File: config.mk
export PLATFORM = sky130hd
export DESIGN_NAME = ascd_ram
export DESIGN_NICKNAME = d
export VERILOG_FILES = /design/src/rtl/ascd_ram.sv
export SDC_FILE = /design/constraint.sdc
export NUM_CORES = 1
export LEC_CHECK = 0
export BUFFER_PORTS_ARGS = -buffer_cell sky130_fd_sc_hd__buf_2
export CAP_MARGIN = 20
export CORE_MARGIN = 2
export CORE_UTILIZATION = 46
export DETAILED_ROUTE_END_ITERATION = 7
export GPL_TIMING_DRIVEN = 0
export PLACE_DENSITY_LB_ADDON = 0.12
export SYNTH_ARGS = -nofsm -noshare
export SYNTH_HDL_FRONTEND = slang
export SYNTH_SLANG_ARGS = --single-unit
File: constraint.sdc
create_clock -name clk -period 1.8 [get_ports clk]
set_input_delay 0.27 -clock clk [delete_from_list [all_inputs] [get_ports clk]]
set_output_delay 0.27 -clock clk [all_outputs]
set_load 0.01 [all_outputs]
File: src/rtl/ascd_ram.sv
`timescale 1ns / 1ps
// ----------------------------------------------------------------------------
// ascd_ram
// Generic single-clock RAM, one write port, one read port, registered read.
// ----------------------------------------------------------------------------
module ascd_ram #(
  parameter int unsigned WIDTH = 8,
  parameter int unsigned DEPTH = 8,
  parameter int unsigned AW    = (DEPTH > 1) ? $clog2(DEPTH) : 1
) (
  input  logic             clk,
  input  logic             we,
  input  logic [AW-1:0]    waddr,
  input  logic [WIDTH-1:0] wdata,
  input  logic             re,
  input  logic [AW-1:0]    raddr,
  output logic [WIDTH-1:0] rdata
);

  logic [WIDTH-1:0] mem [DEPTH];
  logic [WIDTH-1:0] rdata_r;

  always_ff @(posedge clk) begin
    if (we) begin
      mem[waddr] <= wdata;
    end
    if (re) begin
      rdata_r <= mem[raddr];
    end
  end

  assign rdata = rdata_r;

endmodule

### Yosys cells after proc, flatten, opt, wreduce, memory -nomap -nowiden

Memories as Yosys holds them, arrays and structs flattened. A register that Yosys moved wholly into a read port is not among the register bits.
Cells that the tools add are included.

| word-level totals | value |
|---|---|
| bits in registers | 0 |
| memory bits (writable) | 64 |
| output and inout bits | 8 |
| memories | 1 |
| input port bits | 17 |
| logic and storage cells | 3 |

| cells by class | value |
|---|---|
| mux-type cells | 2 |

Memory list:

| memory | words | bits a word | rd ports | clocked after Yosys merged registers in | write ports | RTL line | RTL |
|---|---|---|---|---|---|---|---|
| mem | 8 | 8 | 1 | 1 | 1 | 20 | `logic [WIDTH-1:0] mem [DEPTH];` |

Operators by type and width:

| cell | number |
|---|---|
| two-way mux 1 bit | 2 |

### Longest topological paths before layout

Gate-level depths: netlist of run 1.

| logic depth | value |
|---|---|
| word-level depth | 2 |
| depth in mapped cells | 4 |
| gate-level depth less buffers | 2 |

### Least setup slack after synthesis of run 1

No wires, ideal clock.

| timing | value |
|---|---|
| kind | input to register |
| start point | input raddr[0] |
| end point | register rdata_r[1] (netlist: rdata[1]) (read register of mem), data pin |
| buffers on the path | 2 |
| setup time | 0.260 ns |
| required time | 1.540 ns |
| arrival | 1.293 ns |
| stages | 4 |
| path slack | 0.247 ns |
| path through | buf_6 buf_12 mux4_1 mux2_2 |

RTL lines:

| item | RTL line | RTL |
|---|---|---|
| start, declared | 16 | `input logic [AW-1:0] raddr,` |
| end, declared | 21 | `logic [WIDTH-1:0] rdata_r;` |

==> out/qor.yml, run 1 <==
post_cts_buffers: 0
critPathKind: "input pin to flip-flop"
crit_fanout: 10
antenna_cells: 0
gp_congestion: 0.669
fin_crit_ns: 1.50
grt_overflow: 0
seqCellArea_um2: 2160
postSynthCellCount: 114
reg2reg_depth: 2
start_util_pct: 47.1
min_from: "wdata[7]"
ant_nets: 0
detail_route.wl_per_cell_um: 20.7
syn_area_per_cell_um2: 24.3
max_clock_freq_ghz: 0.665
layout_setup_ws_ns: 0.295
coreArea_um2: 5890
worstSetupStartpointType: "input pin"
wirelength_um: 4720
status: "complete, no violations"
yosysWarnings: 0
cts_buffers: 9
grt_pass1_wl_um: 7050
grt_usage_pct: 16.1
die-area_um2: 6660
hold_path_depth: 1
maxCapViolations: 0
cts_resized: 0
drtPass1Iterations: 4
hold_end: "mem[4][7]"
num_vias: 1236
drc: 0
ys_ff_latch: 72
grt_pass1_vias: 1294
p_clk_share_pct: 35.9
maxSlewHeadroom_pct: 32.0
dieWidth_um: 81.6
finalHoldViolations: 0
multi_input_area_um2: 566
area_delta_synth_final_pct: 14.2
grt_antenna_before_repair: 0
nets: 165
required_ns: 1.89
clock_path_buffers: 2
p_int_w: 0.00263
syn_nets: 131
cp_data_arrival_time_ns: 1.60
vias_per_cell: 5.42
finalCritPeriodShare_pct: 83.6
rr_startpoint: "mem[1][3]"
io_pins: 25
synth_seq_area_share_pct: 78.0
clkSinkCount: 72
p_leak_nw: 1.08
clk_latency_ns: 0.34
rsz0062_at_grt: "no"
htreeDepth: 3
finalMaxSlewViolations: 0
place_hpwl_um: 2960
fillers: 478
r2r-end: "rdata[3]"
syn-cell-area_um2: 2770
pwr-share-comb_pct: 5.7
worstHoldPathType: "input pin to flip-flop"
dp_slack_ns: -0.100
drive_above_1_share_pct: 30.7
tightest_slew_ns: 1.02
grt_max_degree: 12
cts_hold_buf: 0
pwr-share-seq_pct: 58.4
finalSetupViolations: 0
first_iter_violations: 69
portBuffers: 21
powerDensity_nw_per_um2: 1040
cts_root_buf: "clkbuf_8"
p_sw_share_pct: 20.2
synth.distinct_cells: 13
cts_tree: "done"
endpoint_kind: "flip-flop"
clk_pin_slew_ns: 0.07
rows: 28
fin_skew_ns: 0.00512
p_switching_w: 0.000664
r2r_slack_ns: 0.40
finalSetupTns_ns: 0
max-vdd-ir-drop_v: 0.000530
die_y_um: 81.6
[cells in the mapped netlist]
cell      number  area, µm²
nand2b_1       3       18.8
buf_1          1       3.75
mux2_2         8       90.1
nand2_1        2       7.51
mux4_1        15        394
buf_2          1       5.00
mux4_2         1       22.5
nor2_1         6       22.5
clkbuf_1       1       3.75
nor3_1         2       10.0
buf_12         1       20.0
buf_6          1       11.3
edfxtp_1      72       2160
[final cells by class]
type / count / area share [%]
Sequential cell: 72 / 68.3
Multi-Input combinational cell: 37 / 17.9
Clock buffer: 11 / 4.15
Timing Repair Buffer: 23 / 3.80
Tap cell: 75 / 2.97
Clock inverter: 5 / 1.50
Buffer: 5 / 1.38
[power groups by stage]
stage	clock network (W)	logic, W	registers [W]
floorplan	0	0.000101	0.00197
global placement	0	0.000182	0.00196
detailed placement	0	0.000192	0.00196
CTS	0.00120	0.000192	0.00193
global route	0.00128	0.000205	0.00193
finish	0.00118	0.000188	0.00193
[worst max-delay path by stage]
stage              from   endpoint  slack (ns)  cells past startpoint
6_report       raddr[2]   rdata[7]        0.30                      4
5_1_grt        raddr[2]   rdata[5]        0.21                      4
4_1_cts        raddr[2]   rdata[7]        0.26                      4
3_5_place_dp   raddr[2]   rdata[7]       -0.10                      4
3_3_place_gp   waddr[2]  mem[0][4]       -0.23                      3
2_1_floorplan  raddr[0]   rdata[1]        0.25                      4
[flip-flops by register name (all words and copies together), names as in the netlist]
| register | cells |
|---|---|
| rdata | 8 |
| mem | 64 |
[cells in the final DEF, fill, tap and decap left out, types with 3 or more instances in the layout]
| cell type | count |
|---|---|
| edfxtp_1 | 72 |
| buf_2 | 22 |
| mux4_1 | 15 |
| clkbuf_8 | 9 |
| mux2_2 | 8 |
| nor2_1 | 6 |
| clkbuf_1 | 3 |
| nand2b_1 | 3 |
[worst max-delay path, stage by stage]
cell,delay (ns)
clkbuf_1,0.35
buf_2,0.36
mux4_1,0.34
mux2_2,0.28
[cell families (layout without fill, tap and decap cells)]
| family | after synthesis | after routing | synth area share [%] |
|---|---|---|---|
| and+or+nand+nor | 13 | 13 | 2.12 |
| buffers and inverters | 5 | 44 | 1.58 |
| muxes | 24 | 24 | 18.3 |
| DFF | 72 | 72 | 78.0 |
[per-stage QoR]
| step | std cells | hold WS, ns | instance area (µm²) | total power (W) | util (%) |
|---|---|---|---|---|---|
| after floorplan | 114 | 0.369 | 2770 | 0.00207 | - |
| after global placement | 210 | 0.526 | 2970 | 0.00214 | 50.5 |
| after detailed placement | 212 | 0.547 | 2990 | 0.00215 | 50.7 |
| after CTS | 228 | 0.188 | 3160 | 0.00332 | 53.8 |
| after global routing | 228 | 0.204 | 3160 | 0.00341 | 53.8 |
| final | 228 | 0.197 | 3160 | 0.00329 | 53.8 |
[metal layers]
layer / global-route usage [%] / wire length (µm)
met1: 22.0 / 2240
met2: 23.9 / 2200
met3: 3.96 / 155
met4: 9.00 / 116
met5: 0 / 0
Power figures use the tool's default switching activity.
==> run 2: changes to the inputs <==
Clock period 1.8 ns to 1.4 ns, I/O delays scaled along.
==> run 2 against run 1 <==
Net effect:
- cell count shrank 0.88%
- critical path depth decreased by 2
- sequential cell count did not move
- critical path type is now flip-flop to flip-flop
- non-clock buffer count shrank 2
- clock skew up 0.0015 ns
- global-route usage shrank 0.37 points
- register-to-register slack got worse by 0.37 ns
- count of clock-buffer cells in the layout did not move
- largest cell class unchanged
- cell area fell by 1.1%
- core utilization decreased by 0.62 points
- clock power up 25%
- sequential power rose by 28%
- highest routed layer unchanged
- largest power group unchanged
==> out/qor.yml, run 2 (synthesized netlist as in run 1, its figures left out) <==
cts_tree: "done"
detail_route.wl_per_cell_um: 20.3
worstSetupStartpointType: "flip-flop"
antenna_cells: 0
grt_antenna_before_repair: 0
stdcell_count: 226
rows: 28
required_ns: 1.48
io_pins: 25
htreeDepth: 3
final_cell_mix: "edfxtp_1, buf_2, mux4_2"
max-vdd-ir-drop_v: 0.000604
grt_pass1_wl_um: 6820
seqCellArea_um2: 2160
cp_data_arrival_time_ns: 1.45
finalCritPeriodShare_pct: 97.8
multi_input_area_um2: 532
clk_pin_slew_ns: 0.07
vias_per_cell: 5.39
die_y_um: 81.6
place_inst: 210
endpoint_kind: "flip-flop"
rr_startpoint: "mem[4][7]"
fin_skew_ns: 0.00662
critPathKind: "flip-flop to flip-flop"
layout_commonest_cell: "edfxtp_1"
num_vias: 1218
dieWidth_um: 81.6
r2r_slack_ns: 0.03
clock_path_buffers: 2
fillers: 466
drc: 0
crit_path_start: "mem[4][7]"
clkSinkCount: 72
finalSetupViolations: 0
tightest_slew_ns: 0.945
grt_usage_pct: 15.7
grt_max_degree: 12
powerDensity_nw_per_um2: 1350
grt_pass1_vias: 1240
start_util_pct: 47.1
coreArea_um2: 5890
cts_root_buf: "clkbuf_8"
wirelength_um: 4590
nets: 163
worstHoldPathType: "input pin to flip-flop"
die-area_um2: 6660
fin_crit_ns: 1.37
clk_latency_ns: 0.33
gp_congestion: 0.650
status: "complete, no violations"
first_iter_violations: 103
maxCapViolations: 0
p_leak_nw: 1.03
largest_register_ffs: 64
portBuffers: 21
cts_buffers: 9
drtPass1Iterations: 6
top_register: "mem"
ant_nets: 0
area_delta_synth_final_pct: 12.9
crit_fanout: 1
place_hpwl_um: 2820
grt_overflow: 0
maxSlewHeadroom_pct: 36.8
drive_above_1_share_pct: 42.4
min_from: "wdata[1]"
max_clock_freq_ghz: 0.730
finalMaxSlewViolations: 0
rsz0062_at_grt: "yes"
finalHoldViolations: 0
whs_ns: 0.143
-- run 2: what timing repair did --
action,CTS,global route
gates resized for setup,0,10
endpoints found under the setup margin,1,16
gates cloned,0,0
setup buffers,0,0
hold buffers,0,0
-- run 2: area by class of cell --
type                            count  share of cell area [%]
Sequential cell                    72                    69.1
Multi-Input combinational cell     37                    17.0
Clock buffer                       11                    4.20
Timing Repair Buffer               21                    3.36
Tap cell                           75                    3.00
Buffer                              5                    1.80
Clock inverter                      5                    1.52
-- run 2: critical path, cell delays in order, from the launching register on --
cell and delay, ns:
edfxtp_1 0.37, mux4_1 0.49, mux2_2 0.27
-- run 2: routing by layer --
| metal | track usage (%) | up-vias | wire length (µm) |
|---|---|---|---|
| li1 | - | 543 | - |
| met2 | 25.4 | 29 | 2330 |
| met1 | 20.2 | 638 | 1980 |
| met5 | 0 | - | 0 |
| met4 | 7.50 | 0 | 78 |
| met3 | 3.96 | 8 | 200 |
-- run 2: path summary, 6_finish.rpt --
kind / depth (start not counted) / endpoint
worst max-delay path: 2 / rdata[7]
worst min-delay path: 1 / mem[3][1]
worst max register to register: 2 / rdata[7]
worst min register to register: 2 / rdata[0]
-- run 2: power breakdown --
part / internal (W) / switching, W
logic: 0.000124 / 0.000130
clock network: 0.000806 / 0.000675
registers: 0.00246 / 0.0000169
total: 0.00339 / 0.000822
-- run 2: through the flow --
stage / instance area (µm²) / setup TNS [ns] / total power [W] / utilization (%) / worst slack (ns)
after global routing: 3130 / -0.0268 / 0.00436 / 53.1 / -0.00828
after floorplan: 2750 / -0.290 / 0.00267 / - / -0.0362
after CTS: 3140 / -0.00259 / 0.00424 / 53.3 / -0.00259
after detailed placement: 2960 / -16.45 / 0.00278 / 50.3 / -0.360
final: 3130 / 0 / 0.00421 / 53.1 / 0.0302
after global placement: 2950 / -21.51 / 0.00277 / 50.1 / -0.654
