$ cat config.mk
export PLATFORM = sky130hd
export DESIGN_NAME = ascd_regs
export DESIGN_NICKNAME = d
export VERILOG_FILES = /design/src/rtl/ascd_pkg.sv /design/src/rtl/ascd_regs.sv
export SDC_FILE = /design/constraint.sdc
export NUM_CORES = 1
export LEC_CHECK = 0
export BUFFER_PORTS_ARGS = -buffer_cell sky130_fd_sc_hd__buf_2
export CELL_PAD_IN_SITES_DETAIL_PLACEMENT = 1
export CELL_PAD_IN_SITES_GLOBAL_PLACEMENT = 1
export CORE_UTILIZATION = 31
export CTS_CLUSTER_SIZE = 40
export DETAILED_ROUTE_END_ITERATION = 7
export GPL_TIMING_DRIVEN = 0
export PLACE_DENSITY_LB_ADDON = 0.1
export SYNTH_ARGS = -nofsm -noshare
export SYNTH_HDL_FRONTEND = slang
export SYNTH_SLANG_ARGS = --single-unit
$ cat constraint.sdc
create_clock -name clk -period 1.5 [get_ports clk]
set_input_delay 0.225 -clock clk [delete_from_list [all_inputs] [get_ports clk]]
set_output_delay 0.225 -clock clk [all_outputs]
set_load 0.02 [all_outputs]
$ cat src/rtl/ascd_pkg.sv
`timescale 1ns / 1ps
// ----------------------------------------------------------------------------
// ascd_pkg
// Shared types and constants for the converter smoothing / change detector.
// ----------------------------------------------------------------------------
package ascd_pkg;

  localparam int unsigned SMPL_W     = 12;
  localparam int unsigned DELTA_W    = 14;
  localparam int unsigned REG_ADDR_W = 5;
  localparam int unsigned REG_DATA_W = 32;

  localparam logic [SMPL_W-1:0] SMPL_MAX = 12'd4095;
  localparam logic [16:0]       COEF_ONE = 17'h10000;

  // Voltage channels below this index use the "time" coefficient and deadband.
  localparam logic [2:0] CV_TIME_CHANNELS = 3'd2;

  typedef enum logic [2:0] {
    REG_KNOB_COEF       = 3'd0,
    REG_CV_TIME_COEF    = 3'd1,
    REG_CV_OTHER_COEF   = 3'd2,
    REG_KNOB_MIN_CHANGE = 3'd3,
    REG_CV_TIME_MIN     = 3'd4,
    REG_CV_OTHER_MIN    = 3'd5,
    REG_HOLD_TICKS      = 3'd6,
    REG_CALIBRATE_MODE  = 3'd7
  } reg_idx_t;

  typedef struct packed {
    logic [15:0] knob_coef;
    logic [15:0] cv_time_coef;
    logic [15:0] cv_other_coef;
    logic [11:0] knob_min_change;
    logic [11:0] cv_time_min_change;
    logic [11:0] cv_other_min_change;
    logic [7:0]  hold_ticks;
    logic        calibrate_mode;
  } cfg_t;

  typedef struct packed {
    logic        source;
    logic [2:0]  channel;
    logic [11:0] sample;
    logic [11:0] cal_offset;
  } item_t;

  // Per-channel state words as kept in the state memories.
  typedef struct packed {
    logic [27:0] filter;
    logic [11:0] settled;
    logic [7:0]  hold;
  } knob_state_t;

  typedef struct packed {
    logic [31:0] filter;
    logic [27:0] raw;
    logic [11:0] settled;
  } cv_state_t;

  typedef struct packed {
    logic        source;
    logic [2:0]  channel;
    logic [11:0] smoothed;
    logic [11:0] raw_smoothed;
    logic        moving;
    logic        delta_valid;
    logic [13:0] delta;
    logic [11:0] settled;
  } result_t;

endpackage

$ cat src/rtl/ascd_regs.sv
`timescale 1ns / 1ps
// ----------------------------------------------------------------------------
// ascd_regs
// APB register file holding the filter coefficients, deadbands and mode.
// ----------------------------------------------------------------------------
module ascd_regs (
  input  logic                                clk,
  input  logic                                rst_n,
  input  logic                                psel,
  input  logic                                penable,
  input  logic                                pwrite,
  input  logic [ascd_pkg::REG_ADDR_W-1:0]     paddr,
  input  logic [ascd_pkg::REG_DATA_W-1:0]     pwdata,
  output logic [ascd_pkg::REG_DATA_W-1:0]     prdata,
  output ascd_pkg::cfg_t                      cfg
);

  import ascd_pkg::*;

  cfg_t     cfg_r;
  cfg_t     cfg_nxt;
  reg_idx_t idx;
  logic     wr_en;

  assign idx   = reg_idx_t'(paddr[4:2]);
  assign wr_en = psel && penable && pwrite;

  always_comb begin
    cfg_nxt = cfg_r;
    if (wr_en) begin
      unique case (idx)
        REG_KNOB_COEF:       cfg_nxt.knob_coef           = pwdata[15:0];
        REG_CV_TIME_COEF:    cfg_nxt.cv_time_coef        = pwdata[15:0];
        REG_CV_OTHER_COEF:   cfg_nxt.cv_other_coef       = pwdata[15:0];
        REG_KNOB_MIN_CHANGE: cfg_nxt.knob_min_change     = pwdata[11:0];
        REG_CV_TIME_MIN:     cfg_nxt.cv_time_min_change  = pwdata[11:0];
        REG_CV_OTHER_MIN:    cfg_nxt.cv_other_min_change = pwdata[11:0];
        REG_HOLD_TICKS:      cfg_nxt.hold_ticks          = pwdata[7:0];
        REG_CALIBRATE_MODE:  cfg_nxt.calibrate_mode      = pwdata[0];
        default:             cfg_nxt = cfg_r;
      endcase
    end
  end

  always_ff @(posedge clk) begin
    if (!rst_n) begin
      cfg_r.knob_coef           <= 16'd62259;
      cfg_r.cv_time_coef        <= 16'd64225;
      cfg_r.cv_other_coef       <= 16'd58982;
      cfg_r.knob_min_change     <= 12'd60;
      cfg_r.cv_time_min_change  <= 12'd30;
      cfg_r.cv_other_min_change <= 12'd20;
      cfg_r.hold_ticks          <= 8'd250;
      cfg_r.calibrate_mode      <= 1'b0;
    end else begin
      cfg_r <= cfg_nxt;
    end
  end

  always_comb begin
    unique case (idx)
      REG_KNOB_COEF:       prdata = {16'b0, cfg_r.knob_coef};
      REG_CV_TIME_COEF:    prdata = {16'b0, cfg_r.cv_time_coef};
      REG_CV_OTHER_COEF:   prdata = {16'b0, cfg_r.cv_other_coef};
      REG_KNOB_MIN_CHANGE: prdata = {20'b0, cfg_r.knob_min_change};
      REG_CV_TIME_MIN:     prdata = {20'b0, cfg_r.cv_time_min_change};
      REG_CV_OTHER_MIN:    prdata = {20'b0, cfg_r.cv_other_min_change};
      REG_HOLD_TICKS:      prdata = {24'b0, cfg_r.hold_ticks};
      REG_CALIBRATE_MODE:  prdata = {31'b0, cfg_r.calibrate_mode};
      default:             prdata = '0;
    endcase
  end

  assign cfg = cfg_r;

endmodule

Yosys cells after proc, flatten, opt, wreduce, memory -nomap -nowiden
Index checks and enable logic that the tools add are counted.
Widths: inputs -> output; s select.

word-level totals
  output and inout port bits = 125
  register bits after elaboration = 93

cells by class
  equal/unequal tests = 7
  reduce and logical (&&, ||, !) cells = 11
  multiplexer cells = 1

operator list
  kind                number
  $pmux 32 s8         1
  $reduce_and 2->1    8
  $eq 3x3->1 const B  4
  $eq 3x2->1 const B  2
  $eq 3x1->1 const B  1
  $logic_not 3->1     1
  $logic_and 1x1->1   2

Longest topological paths before layout
Gate-level depths: netlist of the first run.

  depth after elaboration = 3
  depth in mapped cells = 7
  gate-level depth less buffers = 4

Worst setup path after synthesis of the first run
No wires, ideal clock.

  path kind = input to output
  start = input port paddr[3] in the netlist's numbering
  end = output port prdata[6] in the netlist's numbering
  setup slack = -0.073 ns
  data required time = 1.275 ns
  arrival time = 1.348 ns
  cell stages on the path = 5
  path buffers = 2
  path through = buf_2 -> buf_4 -> mux2_2 -> a222oi_1 -> a21oi_1

between the ends
  word-level cells in the longest chain between the ends = 2
  elaborated cells between the ends (all ways) = 9
  classes of those cells = eq/ne: 7; mux: 1; reduce/logical: 1

ends and longest elaborated chain
  element                                   RTL line         source
  from (decl)                               ascd_regs.sv:12  input logic [ascd_pkg::REG_ADDR_W-1:0] paddr,
  $eq 3x3->1, or another cell as far along  ascd_regs.sv:61  unique case (idx)
  $pmux 32 s8 (*)                           ascd_regs.sv:61
  to (decl)                                 ascd_regs.sv:14  output logic [ascd_pkg::REG_DATA_W-1:0] prdata,

Mark *: on every way between the ends. The rest lies on a longest branch, timed or not. The select of a mux whose other input is x is not followed.

Worst setup path after layout of the first run
  start = register cfg_r (netlist bit cfg[68])
  end = output port prdata[7] in the netlist's numbering

between the ends
  word-level cells in the longest chain between the ends = 1

ends and longest elaborated chain
  element                 RTL line         source
  from (decl)             ascd_regs.sv:20  cfg_t cfg_r;
  from (signal assigned)  ascd_regs.sv:56  cfg_r <= cfg_nxt;
  $pmux 32 s8             ascd_regs.sv:61

No other way between the ends. The select of a mux whose other input is x is not followed.

==> results.json, run 1 <==
{
  "placedCellCount": 842,
  "cts-hold-fix-buffers": 0,
  "largest_net_degree_at_the_start_of_global_routing": 15,
  "layout-area-overhead-vs-synth_pct": 47.94,
  "worst_ep_required_time_ns": 1.27,
  "worst_setup_hold_path_clk_slew_ns": 0.07,
  "synth_top_cells_by_area": "dfxtp_1 (44%), nand3_1 (9.8%), nand2_1 (8.2%)",
  "path_cells": "mux2_2 -> a222oi_1 -> a21oi_1 -> buf_4",
  "first_pass_iters": 5,
  "grt-ovfl-total": 0,
  "critical_path_class": "reg -> out",
  "portion_of_synthesized_cell_area_occupied_by_the_leading_cell_type_pct": 44.14,
  "drtIter0Drc": 256,
  "synth_edf_count": 0,
  "worstPathBufferInverterCount": 1,
  "tightestPinTransition_ns": 0.7788,
  "final_core_util_pct": 47.12,
  "floorplan.io_pins": 167,
  "worstPathMaxFanout": 2,
  "finalWorstPathRequiredPeriod_ns": 1.827,
  "cell_types_with_the_highest_counts_after_synthesis": "dfxtp_1 (93), nand2_1 (92), nand3_1 (83), o21ai_0 (29), mux2i_1 (24)",
  "max-vdd-ir-drop_mv": 0.7506,
  "first_pass_grt_wire_length_mm": 28.79,
  "ys_seq_elements": 93,
  "leakagePower_nw": 2.887,
  "number_of_global_route_vias_before_repair": 4768,
  "placed_cell_area_mm2": 0.005167,
  "worst_skew_pair.late_latency_ns": 0.36,
  "die_height_um": 118.6,
  "initial_core_utilization_pct": 31.85,
  "setup_viol": 15,
  "cts.htree.levels": 3,
  "gr-usage-all-layers_pct": 27.85,
  "totalNegativeSetupSlack_ns": -2.586,
  "post-route-period-util_pct": 121.8,
  "postRouteAntennaNets": 0,
  "grt_peak_use_layer": "met2",
  "numCtsBuffers": 9,
  "timing.max_slew.rel_slack_pct": 48.08,
  "design_area_mm2": 0.006240,
  "synth_area_mm2": 0.004218,
  "fin_nets": 749,
  "drive_gt1_share_pct": 38.20,
  "dominantRegCellSynth": "dfxtp_1",
  "worst_path_dominant_cell_family": "compound AO/OA/AOI/OAI gates",
  "gr-usage-met3_pct": 6.371,
  "fp.coreArea_mm2": 0.01324,
  "arrival_ns": 1.60,
  "vias_per_cell": 5.212,
  "post-route-drc-count": 0,
  "cts_root_buffer_type": "clkbuf_16",
  "detail_route.wirelength_mm": 19.32,
  "grt_setup_unrepaired": "true",
  "timing.final.ws_setup_ns": -0.3273,
  "final.setup_skew_ns": 0,
  "global_route.usage.met1_pct": 34.25,
  "ys_warn_count": 0,
  "share_of_synthesized_flip_flops_with_an_asynchronous_set_or_reset_pct": 0,
  "design.die.area_mm2": 0.01408,
  "highest_clock_frequency_the_design_can_meet_mhz": 547.2,
  "antenna_found_initial": 0,
  "core.rowCount": 42,
  "synth.avg_cell_area_um2": 8.111,
  "io_buffer_count": 131,
  "place_hpwl_mm": 12.87,
  "cts_tree": "yes",
  "number_of_hold_violations_in_the_final_report": 0,
  "slowest_cp_cell": "dfxtp_2",
  "post-synth-top-count-cell": "dfxtp_1",
  "power-per-cell-area_mw_per_mm2": 966.5,
  "met2_usage_grt_pct": 46.86,
  "critPathCaptureType": "output pin",
  "fin_hold_ws_ns": 0.1095,
  "library_cell_occupying_the_most_area_in_the_post_synthesis_netlist": "dfxtp_1",
  "violations": "setup timing",
  "cells_after_synthesis": 520,
  "fillers": 1652,
  "largest_register_ff_count": 93,
  "holdCritPathClass": "in -> reg",
  "max_cap_viol_count": 0,
  "final_max_slew_viol_count": 0,
  "outcome": "finished, violations left",
  "die_width_um": 118.6,
  "finalWeightedCongestion": 0.8559,
  "start_kind": "register",
  "slowest_delay_ns": 0.33,
  "routedWlPerCell_um": 21.76,
  "cts.sink_count": 93,
  "layoutNonFillerInstCount": 888,
  "synth.yosys.seq_area_share_pct": 44.14,
  "dr_total_vias": 4628,
  "n_antenna_cell": 0,
  "cts_buffer_depth": 2,
  "synth.lib_cells_used.distinct": 41
}
[worst min-delay path, cell delays in order]
cell and delay, ns:
buf_2 0.10, nand2_1 0.05, nand3_1 0.07
[cells by family after synthesis]
logic type | after synthesis | share of synthesized area [%]
other | 1 | 0.08891
flip-flops | 93 | 44.14
multiplexers | 29 | 7.030
AND/OR/NAND/NOR | 228 | 25.45
buffers and inverters | 69 | 8.958
AO/OA/AOI/OAI | 100 | 14.33
[routing by layer]
| layer | wire length, um | vias up | share of wire [%] |
|---|---|---|---|
| met3 | 1290 | 46 | 6.7 |
| met5 | 0 | - | 0 |
| li1 | - | 2150 | - |
| met2 | 9195 | 196 | 48 |
| met4 | 602 | 0 | 3.1 |
| met1 | 8234 | 2236 | 43 |
[power breakdown]
| group | switching [W] | leakage [nW] | internal [W] |
|---|---|---|---|
| clock | 0.00101 | 0.172 | 0.00164 |
| combinational | 0.000503 | 1.96 | 0.000365 |
| sequential | 0.0000203 | 0.751 | 0.00249 |
| total | 0.00153 | 2.89 | 0.00450 |
[layout by cell type, fill, tap and decap left out, types with 6 or more instances in the layout]
master,instances
inv_1,11
a21oi_1,11
clkbuf_16,12
dfxtp_1,79
nand3_1,82
buf_4,47
clkbuf_1,11
o211ai_1,7
nor2_1,20
o21bai_1,6
o21ai_0,29
a21oi_2,11
buf_12,7
nor2b_1,9
buf_6,16
nand2_1,92
conb_1,16
mux2i_1,22
o21ai_1,16
buf_2,121
dfxtp_2,14
clkbuf_8,6
[layout make-up]
cell class                 count  area [um2]  share of cell area [%]
tap                          176       220.2                   3.529
clock inverter                 3       65.06                   1.043
timing repair buffer         164        1119                   17.93
clock buffer                  13       280.3                   4.492
multi-input combinational    373        2180                   34.93
inverter                      11       41.29                  0.6617
buffer                        55       455.4                   7.299
sequential                    93        1879                   30.12
[repair_timing]
item,CTS,global route
gates cloned,4,2
pin swaps,21,19
gates resized for setup,99,26
setup buffers,24,4
setup endpoints to repair,34,28
endpoints found under the hold margin,0,0
[through the flow]
stage	power, W	setup slack (ns)
6_report	0.006031	-0.3273
5_1_grt	0.006204	-0.3877
4_1_cts	0.006006	-0.3120
3_5_place_dp	0.003222	-0.5956
3_3_place_gp	0.003212	-0.6126
2_1_floorplan	0.002964	-0.004049
[path summary, 6_finish.rpt]
| kind | slack [ns] | cells after the start | start | to |
|---|---|---|---|---|
| worst min register to register | 0.48 | 2 | cfg[75] | cfg[75] |
| worst max-delay path | -0.33 | 4 | cfg[68] | prdata[7] |
| worst min-delay path | 0.11 | 3 | pwdata[10] | cfg[55] |
| worst max register to register | 0.73 | 3 | cfg[34] | cfg[34] |
No activity file was read; power rests on OpenSTA's default activity.
==> run 2: changes to the inputs <==
--- a/config.mk
+++ b/config.mk
@@ -12,7 +12,7 @@
 export CTS_CLUSTER_SIZE = 40
 export DETAILED_ROUTE_END_ITERATION = 7
 export GPL_TIMING_DRIVEN = 0
-export PLACE_DENSITY_LB_ADDON = 0.1
+export PLACE_DENSITY_LB_ADDON = 0.3
 export SYNTH_ARGS = -nofsm -noshare
 export SYNTH_HDL_FRONTEND = slang
 export SYNTH_SLANG_ARGS = --single-unit
==> run 2 against run 1 <==
Effect of this change: setup slack worse by 0.051 ns; largest cell class unchanged; clock skew stayed put; design area fell by 0.88%; the flow still finishes with violations (setup timing); wire length is 1.4% lower; hold slack is essentially flat.
==> results.json, run 2 (same netlist as run 1, synthesis figures left out) <==
{
  "outcome": "finished, violations left",
  "violations": "setup timing",
  "highest_count_cells_in_the_layout_ignoring_fill_and_taps": "buf_2 (122), nand2_1 (92), nand3_1 (82)",
  "path_cells": "mux2_2 -> a222oi_1 -> a21oi_1 -> buf_2",
  "cts.sink_count": 93,
  "postRouteAntennaNets": 0,
  "place_hpwl_mm": 12.70,
  "post-route-drc-count": 0,
  "fp.coreArea_mm2": 0.01324,
  "highest_clock_frequency_the_design_can_meet_mhz": 532.5,
  "worstPathBufferInverterCount": 1,
  "number_of_global_route_vias_before_repair": 4771,
  "routedWlPerCell_um": 21.45,
  "power-per-cell-area_mw_per_mm2": 952.6,
  "holdCritPathClass": "in -> reg",
  "final.setup_skew_ns": 0,
  "critPathCaptureType": "output pin",
  "multi_input_area_mm2": 0.002198,
  "min_delay_path_depth": 3,
  "vias_per_cell": 5.345,
  "cts_root_buffer_type": "clkbuf_16",
  "post-route-period-util_pct": 125.2,
  "start_kind": "register",
  "layoutNonFillerInstCount": 888,
  "commonest_non_fill_non_tap_cell_in_the_layout": "buf_2",
  "critical_path_class": "reg -> out",
  "die_width_um": 118.6,
  "n_antenna_cell": 0,
  "antenna_found_initial": 0,
  "totalNegativeSetupSlack_ns": -2.790,
  "io_buffer_count": 131,
  "largest_register_ff_count": 93,
  "r2r_cells": 4,
  "drive_gt1_share_pct": 39.04,
  "initial_core_utilization_pct": 31.85,
  "max-vdd-ir-drop_mv": 0.4955,
  "critical_path_cell_count": 4,
  "ff_latch_area_mm2": 0.001884,
  "timing.final.ws_setup_ns": -0.3778,
  "fin_nets": 749,
  "fillers": 1629,
  "drtIter0Drc": 355,
  "layout-area-overhead-vs-synth_pct": 46.63,
  "worst_path_dominant_cell_family": "compound AO/OA/AOI/OAI gates",
  "tightestPinTransition_ns": 0.8297,
  "largest_net_degree_at_the_start_of_global_routing": 15,
  "dr_total_vias": 4746,
  "worst_skew_pair.late_latency_ns": 0.35,
  "cts.htree.levels": 3,
  "design.die.area_mm2": 0.01408,
  "worst_setup_hold_path_clk_slew_ns": 0.06,
  "placed_cell_area_mm2": 0.005167,
  "slowest_cp_cell": "a222oi_1",
  "final_max_slew_viol_count": 0,
  "detail_route.wirelength_mm": 19.05,
  "floorplan.io_pins": 167,
  "grt-ovfl-total": 0,
  "gr-usage-all-layers_pct": 26.92,
  "first_pass_grt_wire_length_mm": 28.12,
  "worstPathMaxFanout": 3,
  "setup_viol": 16,
  "finalWeightedCongestion": 0.8597,
  "finalWorstPathRequiredPeriod_ns": 1.878,
  "core.rowCount": 42,
  "numCtsBuffers": 9,
  "die_height_um": 118.6,
  "timing.max_slew.rel_slack_pct": 44.68,
  "slowest_delay_ns": 0.35,
  "leakagePower_nw": 2.854,
  "number_of_hold_violations_in_the_final_report": 0,
  "arrival_ns": 1.65,
  "first_pass_iters": 5,
  "design_area_mm2": 0.006185,
  "max_cap_viol_count": 0,
  "cts_tree": "yes",
  "cts_buffer_depth": 2,
  "worst_ep_required_time_ns": 1.27,
  "placedCellCount": 842,
  "grt_setup_unrepaired": "true"
}
run 2: cell count changes in the layout (fill, tap and decap cells not counted), moves of 3 or more:
| cell | before | now |
|---|---|---|
| dfxtp_2 | 14 | 18 |
| buf_6 | 16 | 21 |
| dfxtp_1 | 79 | 75 |
| buf_8 | 2 | 5 |
| buf_4 | 47 | 42 |
run 2: area by class of cell:
class | count | share of cell area (%)
Multi-Input combinational cell | 373 | 35.55
Sequential cell | 93 | 30.47
Timing Repair Buffer | 162 | 17.32
Buffer | 57 | 7.162
Clock buffer | 12 | 4.147
Tap cell | 176 | 3.561
Clock inverter | 4 | 1.133
Inverter | 11 | 0.6676
run 2: path summary, 6_finish.rpt:
check,endpoint,slack [ns],startpoint
worst min-delay path,cfg[72],0.11,pwdata[11]
worst max-delay path,prdata[3],-0.38,cfg[64]
worst min register to register,cfg[57],0.47,cfg[57]
worst max register to register,cfg[34],0.66,cfg[34]
run 2: worst min-delay path: stages:
cell,delay (ns)
buf_2,0.10
nand2_1,0.04
nand3_1,0.06
run 2: repair_timing:
action / 4_1_cts / 5_1_grt
cloned: 4 / 1
pin swaps: 24 / 16
setup buffers: 19 / 9
gates resized for setup: 104 / 24
endpoints found under the hold margin: 0 / 0
endpoints found under the setup margin: 32 / 33
hold buffers: 0 / 0
run 2: report_power, final:
group          internal, W  switching, W
logic             0.000342      0.000499
clock network      0.00155      0.000989
registers          0.00249     0.0000209
run 2: layer usage:
| layer | up-vias | share of wire [%] | GRT usage [%] |
|---|---|---|---|
| met4 | 0 | 2.7 | 10.36 |
| li1 | 2142 | - | - |
| met3 | 46 | 7.8 | 6.660 |
| met1 | 2332 | 41 | 32.21 |
| met2 | 226 | 49 | 46.13 |
| met5 | - | 0 | 0 |
run 2: through the flow:
stage / hold WS (ns) / setup slack (ns) / power, W / util (%)
6_report: 0.1091 / -0.3778 / 0.005891 / 46.70
5_1_grt: 0.1154 / -0.4037 / 0.006041 / 46.70
4_1_cts: 0.1077 / -0.2892 / 0.005864 / 45.73
3_5_place_dp: 0.4670 / -0.5729 / 0.003212 / 39.02
3_3_place_gp: 0.4541 / -0.5556 / 0.003203 / 39.02
2_1_floorplan: 0.3490 / -0.004049 / 0.002964 / -
==> run 3: changes to the inputs <==
--- a/config.mk
+++ b/config.mk
@@ -5,12 +5,13 @@
 export SDC_FILE = /design/constraint.sdc
 export NUM_CORES = 1
 export LEC_CHECK = 0
-export BUFFER_PORTS_ARGS = -buffer_cell sky130_fd_sc_hd__buf_2
+export ABC_AREA = 1
 export CELL_PAD_IN_SITES_DETAIL_PLACEMENT = 1
 export CELL_PAD_IN_SITES_GLOBAL_PLACEMENT = 1
-export CORE_UTILIZATION = 31
+export CORE_UTILIZATION = 35
 export CTS_CLUSTER_SIZE = 40
 export DETAILED_ROUTE_END_ITERATION = 7
+export DONT_BUFFER_PORTS = 1
 export GPL_TIMING_DRIVEN = 0
 export PLACE_DENSITY_LB_ADDON = 0.3
 export SYNTH_ARGS = -nofsm -noshare
==> run 3 against run 2 <==
Effect of this change: the run now ends clean; sequential power up 2%; design area down 13%; combinational power down 34%; flip-flop and latch count unchanged; register-to-register slack about the same; cell count down 7.8%; setup slack better by 0.39 ns; via count down 6.4%; total power up 0.32%; clock power up 9.4%; first-iteration DRC count down 31%.
==> results.json, run 3 <==
{
  "worstReg2RegStart": "cfg[83]",
  "multi_input_area_mm2": 0.002287,
  "ys_seq_elements": 93,
  "power-per-cell-area_mw_per_mm2": 1099,
  "final_max_slew_viol_count": 0,
  "drive_gt1_share_pct": 27.38,
  "share_of_synthesized_flip_flops_with_an_asynchronous_set_or_reset_pct": 0,
  "r2r_cells": 2,
  "synth_simple_gate_area_share_pct": 38.86,
  "commonest_non_fill_non_tap_cell_in_the_layout": "nand2_1",
  "critPathCaptureType": "output pin",
  "largest_net_degree_at_the_start_of_global_routing": 15,
  "drtIter0Drc": 246,
  "fin_nets": 709,
  "library_cell_occupying_the_most_area_in_the_post_synthesis_netlist": "dfxtp_1",
  "cts_root_buffer_type": "clkbuf_16",
  "synth_top_family_by_area": "simple AND/OR/NAND/NOR gates",
  "dominantRegCellSynth": "dfxtp_1",
  "cts_tree": "yes",
  "setup.worst_path.start": "cfg[18]",
  "start_kind": "register",
  "post_synthesis_mux_area_share_pct": 0,
  "synth_top_cells_by_area": "dfxtp_1 (43%), nor2_1 (12%), nand2_1 (11%)",
  "initial_core_utilization_pct": 35.92,
  "grt-ovfl-total": 0,
  "synth_compound_gate_area_share_pct": 7.077,
  "timing.max_slew.rel_slack_pct": 56.71,
  "place_hpwl_mm": 12.69,
  "cell_types_with_the_highest_counts_after_synthesis": "nor2_1 (136), nand2_1 (131), dfxtp_1 (93), nand3_1 (70), o21ai_0 (35)",
  "io_buffer_count": 0,
  "synth.lib_cells_used.distinct": 21,
  "routedWlPerCell_um": 21.45,
  "ys_warn_count": 0,
  "portion_of_synthesized_cell_area_occupied_by_the_leading_cell_type_pct": 43.16,
  "post-route-period-util_pct": 98.89,
  "synth_edf_count": 0,
  "leakagePower_nw": 2.573,
  "fp.coreArea_mm2": 0.01201,
  "min_from": "pwdata[3]",
  "design_area_mm2": 0.005376,
  "finalWorstPathRequiredPeriod_ns": 1.483,
  "placed_cell_area_mm2": 0.004554,
  "grt_setup_unrepaired": "true",
  "highest_clock_frequency_the_design_can_meet_mhz": 674.2,
  "synth.avg_cell_area_um2": 6.826,
  "largest_register_ff_count": 93,
  "design.die.area_mm2": 0.01277,
  "die_width_um": 113.0,
  "fillers": 1474,
  "worst_setup_hold_path_clk_slew_ns": 0.07,
  "tightestPinTransition_ns": 0.6494,
  "synth_xor_xnor_area_share_pct": 0,
  "cts_buffer_depth": 2,
  "synth_area_mm2": 0.004314,
  "fin_hold_ws_ns": 0.004562,
  "highest_count_cells_in_the_layout_ignoring_fill_and_taps": "nand2_1 (128), nor2_1 (119), dfxtp_2 (60)",
  "reg2reg_to": "cfg[83]",
  "cts.sink_count": 93,
  "synth-adder-area-share_pct": 0,
  "totalPowerFinal_w": 0.005910,
  "final_core_util_pct": 44.76,
  "post-route-drc-count": 0,
  "floorplan.io_pins": 167,
  "cts.htree.levels": 3,
  "outcome": "complete, no violations",
  "detail_route.wirelength_mm": 17.57,
  "vias_per_cell": 5.426,
  "max_cap_viol_count": 0,
  "core.rowCount": 40,
  "first_pass_grt_wire_length_mm": 26.29,
  "critical_path_class": "reg -> out",
  "endpoint": "prdata[9]",
  "first_pass_iters": 4,
  "post-synth-top-count-cell": "nor2_1",
  "postRouteAntennaNets": 0,
  "synth.yosys.seq_area_share_pct": 43.16,
  "n_antenna_cell": 0,
  "number_of_global_route_vias_before_repair": 4444,
  "max-vdd-ir-drop_mv": 0.4686,
  "cells_after_synthesis": 632,
  "number_of_hold_violations_in_the_final_report": 0,
  "min_delay_path_depth": 2,
  "arrival_ns": 1.26,
  "layout-area-overhead-vs-synth_pct": 24.62,
  "die_height_um": 113.0,
  "final.setup_skew_ns": 0,
  "dr_total_vias": 4444,
  "worst_ep_required_time_ns": 1.27,
  "holdCritPathClass": "in -> reg",
  "setup_viol": 0,
  "regToRegSetupSlack_ns": 0.66,
  "numCtsBuffers": 9,
  "worstPathMaxFanout": 3,
  "worst_skew_pair.late_latency_ns": 0.35,
  "antenna_found_initial": 0,
  "ff_latch_area_mm2": 0.001948,
  "gr-usage-all-layers_pct": 27.86,
  "finalWeightedCongestion": 0.8249
}
## run 3: cell types whose count changed after synthesis, moves of 6 or more
cell	delta
nand3_1	-13
inv_2	+9
a21oi_1	-22
o21bai_1	-7
nor2b_1	-11
mux2i_1	-24
nand2_1	+39
nor2_1	+114
inv_1	+20
nand4_1	+34
o21ai_0	+6
buf_2	+8
## run 3: timing repair
item / 4_1_cts / 5_1_grt
endpoints found under the setup margin: 16 / 16
hold endpoints to repair: 7 / 0
pin swaps: 8 / 9
setup buffers: 2 / 0
hold buffers: 7 / 0
cloned: 0 / 0
resized for setup: 94 / 51
## run 3: worst min-delay path by stage
stage               slack [ns]  endpoint
global route              0.01   cfg[34]
floorplan                 0.35   cfg[66]
finish                   0.005   cfg[36]
CTS                      0.002   cfg[25]
detailed placement        0.36   cfg[59]
global placement          0.35   cfg[73]
## run 3: cell families (layout without fill, tap and decap cells)
| logic type | after synthesis | after routing |
|---|---|---|
| and+or+nand+nor | 383 | 383 |
| buffers and inverters | 97 | 122 |
| DFF | 93 | 93 |
| AOI/OAI and AO/OA | 58 | 58 |
| other | 1 | 16 |
## run 3: cell type report
class                      instances  area share [%]
buffer                            57           6.679
timing repair buffer               9           1.582
sequential                        93           36.23
clock inverter                     3           1.676
multi-input combinational        457           42.54
tap                              147           3.421
inverter                          40           2.839
clock buffer                      13           5.027
## run 3: metal layers
| layer | vias up | GRT usage [%] | wire length, um | part of all wire [%] |
|---|---|---|---|---|
| li1 | 2085 | - | - | - |
| met1 | 2157 | 32.83 | 6966 | 40 |
| met2 | 164 | 45.85 | 8411 | 48 |
| met3 | 38 | 9.427 | 1611 | 9.2 |
| met4 | 0 | 12.63 | 579 | 3.3 |
| met5 | - | 0 | 0 | 0 |
## run 3: worst max-delay path: stages, from the launching register on
cell and delay [ns]:
dfxtp_2 0.40, inv_1 0.05, o21ai_1 0.22, inv_1 0.11
nand3_4 0.12
## run 3: report_power, final
part,switching [W],internal (W)
combinational,0.000386,0.000171
clock,0.00101,0.00177
sequential,0.0000734,0.00250
total,0.00147,0.00444
## run 3: through the flow
step / instances / setup TNS, ns / setup slack, ns
detailed placement: 794 / -7.619 / -0.3777
CTS: 819 / 0 / 0.003126
global route: 819 / -0.006781 / -0.006781
finish: 819 / 0 / 0.01668
floorplan: 647 / 0 / 0.03781
global placement: 794 / -6.913 / -0.3854
